<file path="config.mk">
export PLATFORM = sky130hd
export DESIGN_NAME = snappy_ram
export DESIGN_NICKNAME = d
export VERILOG_FILES = /design/src/hw/rtl/snappy_ram.sv
export SDC_FILE = /design/constraint.sdc
export NUM_CORES = 2
export LEC_CHECK = 0
export ABC_AREA = 0
export BUFFER_PORTS_ARGS = -buffer_cell sky130_fd_sc_hd__buf_2
export CORE_MARGIN = 5
export CORE_UTILIZATION = 47
export CTS_BUF_LIST = sky130_fd_sc_hd__clkbuf_4 sky130_fd_sc_hd__clkbuf_8
export CTS_CLUSTER_DIAMETER = 150
export DETAILED_ROUTE_END_ITERATION = 8
export HOLD_SLACK_MARGIN = 0.08
export PLACE_DENSITY_LB_ADDON = 0.15
export RECOVER_POWER = 100
export SYNTH_ARGS = -nofsm -noshare
export SYNTH_HDL_FRONTEND = slang
export SYNTH_SLANG_ARGS = --single-unit
</file>
<file path="constraint.sdc">
create_clock -name clk -period 6.47 [get_ports clk]
set_input_delay 0.3235 -clock clk [delete_from_list [all_inputs] [get_ports clk]]
set_output_delay 0.3235 -clock clk [all_outputs]
set_load 0.02 [all_outputs]
</file>
<file path="src/hw/rtl/snappy_ram.sv">
// Generic single-port-write, single-port-read RAM with registered read.
module snappy_ram #(
  parameter int unsigned Width = 8,
  parameter int unsigned Depth = 256
) (
  input  logic                     clk,
  input  logic                     we,
  input  logic [$clog2(Depth)-1:0] waddr,
  input  logic [Width-1:0]         wdata,
  input  logic [$clog2(Depth)-1:0] raddr,
  output logic [Width-1:0]         rdata
);
  logic [Width-1:0] mem [Depth];

  always_ff @(posedge clk) begin
    if (we) begin
      mem[waddr] <= wdata;
    end
    rdata <= mem[raddr];
  end
endmodule

</file>
# After elaboration in Yosys (flattened, before gate mapping)
# Memories as Yosys holds them, arrays and structs flattened. A register that Yosys moved wholly into a read port is not among the register bits.
# Cells that the tools add are included.
[op_classes] n_mux=2
[ops] operator="$mux W1" n=2
[word_totals] ramBits=2048 input_bits=26 regBits=0 memories=1 out_inout_bits=8 wordCells=3
[memory_table] memory="mem" words=256 width=8 rd=1 rd_ports_with_merged_regs=1 write_ports=1 line_no="13" source="logic [Width-1:0] mem [Depth];"

# Depth between registers and ports, before layout
[logic_depth] word_depth=2 depth_mapped=11 ltp_nobuf=6

# Worst setup path before layout
# No wires, ideal clock.
[synth_timing] path_type="input to register" start="input port raddr[0]" end="register rdata[2] (read register of mem)" path_slack_ps=4209 required_time_ps=6339 arrival_time_ps=2130 cell_stages=9 n_path_buf=4 setup_ps=131 cell_sequence="buf_6 buf_12 buf_8 buf_2 mux4_2 a22oi_1 a21oi_1 nor4_1 nor4_2"
[synth_lines] element="start: declaration" line_no="10" source="input logic [$clog2(Depth)-1:0] raddr,"
[synth_lines] element="end: declaration" line_no="11" source="output logic [Width-1:0] rdata"

==> results.cfg <==
[floorplanning]
die_w_um = 421.4
ios = 34
start_util = 0.4710
core_sq_um = 168900
std_cell_rows = 151
die-area_sq_um = 177600
dieHeight_um = 421.4

[finish]
drive_above_1_share = 0.2493
finalNetCount = 4006
syn_to_final_growth_pct = 11.02
final_cell_count_no_fill = 6446
layout_commonest_cell = edfxtp_1
mostFrequentLayoutCells = 2048 x edfxtp_1, 454 x mux4_2, 358 x clkbuf_8

[outcome]
violations = max-capacitance violations, max-slew violations
outcome = finished with violations

[routing]
wirelength_um = 205500
first_pass_iters = 5
wire_per_inst_um = 31.88
dr.first_iter.drc_count = 3812
viasPerCell = 6.069
ant_nets = 0
vias = 39119
drc = 0

[timing]
rsz0062_at_grt = no
period_share = 0.7630
fmax_mhz = 202.6
layout_setup_ws_ps = 1534
setup_tns_ps = 0
layout_min_cycle_time_ps = 4936
drv_slew = 1370
finalHoldViolCount = 0
max_slew.worst_pin.slew_ps = 4455
clock_skew_ps = 66.16
setup_viol = 0
slew_headroom = -1.970

[synthesis]
yosys.area_share.simple = 0.02628
synthMuxAreaShare = 0.1462
yosys_warnings = 0
synth_cell_type_count = 55
ys_async_sr_fraction = 0
synth_area_per_cell_sq_um = 21.31
syn_area_sq_um = 79560
synthCells = 3733
synth-edff-count = 2048
synth_xor_area_frac = 0
synth_top_family_by_area = multiplexers
seq_area_frac_synth = 0.7750
syn-num-nets = 3759
synthAdderAreaFrac = 0
yosys_most_used_dff = edfxtp_1
synth_compound_area_frac = 0.03419
ys_ff_latch = 2056

[critical_path]
r2r-end = rdata[4]
r2r_cells = 5
cp-start-kind = primary input
crit_fanout = 56
arrival_ps = 5780
critPathCaptureType = flip-flop
critical_path_class = primary input to flip-flop
r2r-start = mem[67][4]
rrSetupSlack_ps = 3330
crit_required_ps = 7320

[grt]
overflow = 0
grt_pass1_vias = 40204
groute.usage.overall = 0.2304
grt_first_pass_wirelength_um = 296700
grt_max_degree = 137
antenna_found_initial = 11

[power_and_ir_drop]
p_switching_w = 0.005965
power_density_nw_per_um2 = 304.2
leakage_nw = 27.15
ir_worst_vdd_mv = 0.2251
power_frac_clock = 0.402
seqPwrFrac = 0.549
intPower_w = 0.02090
switching_share = 0.2220
comb_power_share = 0.049

[placed_design]
place_ws_ps = 1876
gp_congestion = 0.8217
dp.cells = 5830
port_buffers = 33
hpwl_um = 120900

[clocking]
cts_resized = 0
cts_root_buf = clkbuf_8
cts_buffer_depth = 4
cts_max_level = 5
cts_sinks = 2056
numCtsBuffers = 352
clk_pin_slew_ps = 60
clock_latency_ps = 1020
tritoncts = done

[worst_hold_path]
holdCritPathClass = primary input to flip-flop
min_path_cells = 5
min_to = rdata[6]
min_from = raddr[5]

[job]
max_cap_violations = 28
==> registers in the layout, summed over array words and instances (netlist names) <==
signal / count
rdata: 8
mem: 2048
==> synthesized netlist by cell type (31+ instances only) <==
cell type / instances / area, sq um
a22oi_1: 133 / 998.5
clkbuf_1: 111 / 416.7
mux4_2: 454 / 10220
nor2_1: 282 / 1059
a21oi_1: 96 / 480.5
mux2i_1: 134 / 1341
nor2b_1: 31 / 193.9
nand3_1: 34 / 170.2
o221ai_1: 46 / 402.9
edfxtp_1: 2048 / 61500
buf_2: 31 / 155.2
nand2_1: 33 / 123.9
==> critical path, stage by stage <==
cell and delay, ps:
clkbuf_2 1570, buf_4 700, or2b_1 1000, o221ai_1 410, o211ai_1 370, a21oi_1 200, nor4_1 1000, nor4_2 130
==> cell families after synthesis <==
family	after synthesis
AOI/OAI and AO/OA	385
buffers and inverters	235
DFF	2056
muxes	591
and+or+nand+nor	466
==> worst max-delay path by stage <==
stage / from / slack (ps) / to / cells after the start
after floorplan: raddr[0] / 4210 / rdata[2] / 9
after global placement: raddr[1] / 1440 / rdata[7] / 8
after detailed placement: raddr[1] / 1880 / rdata[4] / 8
after CTS: raddr[1] / 2960 / rdata[4] / 8
after global routing: raddr[1] / 1480 / rdata[4] / 8
final: raddr[1] / 1530 / rdata[0] / 8
==> stage by stage <==
| stage | hold WS (ps) | instance area (sq um) | power (W) | utilization |
|---|---|---|---|---|
| floorplan | 422.4 | 79560 | 0.01570 | - |
| global placement | 812.9 | 81970 | 0.01632 | 0.4853 |
| detailed placement | 812.9 | 82030 | 0.01634 | 0.4857 |
| CTS | 80.33 | 88470 | 0.02708 | 0.5238 |
| global route | 143.1 | 88310 | 0.02777 | 0.5229 |
| finish | 169.0 | 88330 | 0.02687 | 0.5229 |
==> routing by layer <==
layer | up-vias | track usage | wire length [um]
met5 | - | 0 | 12
met4 | 2 | 0.07373 | 6532
met3 | 401 | 0.04189 | 13430
met2 | 1527 | 0.3675 | 100000
met1 | 20955 | 0.3271 | 85460
li1 | 16234 | - | -
==> power by group through the flow <==
| stage | Sequential [W] | Clock [W] | Combinational [W] |
|---|---|---|---|
| 6_report | 0.0147 | 0.0108 | 0.00132 |
| 5_1_grt | 0.0147 | 0.0116 | 0.00140 |
| 4_1_cts | 0.0147 | 0.0110 | 0.00135 |
| 3_5_place_dp | 0.0150 | 0 | 0.00134 |
| 3_3_place_gp | 0.0150 | 0 | 0.00133 |
| 2_1_floorplan | 0.0150 | 0 | 0.000713 |
==> what timing repair did <==
item,CTS,global route
hold buffers,14,0
setup buffers,0,0
hold endpoints to repair,903,0
==> area by class of cell <==
class | count | area (sq um)
clock inverter | 126 | 554.3
sequential | 2056 | 61660
inverter | 2 | 7.507
multi-input combinational | 1442 | 16520
antenna | 9 | 22.52
tap | 2218 | 2775
clock buffer | 467 | 5746
timing repair buffer | 126 | 1045
fill | 13384 | 80580
Note: power is estimated with default switching activity, not from simulation.
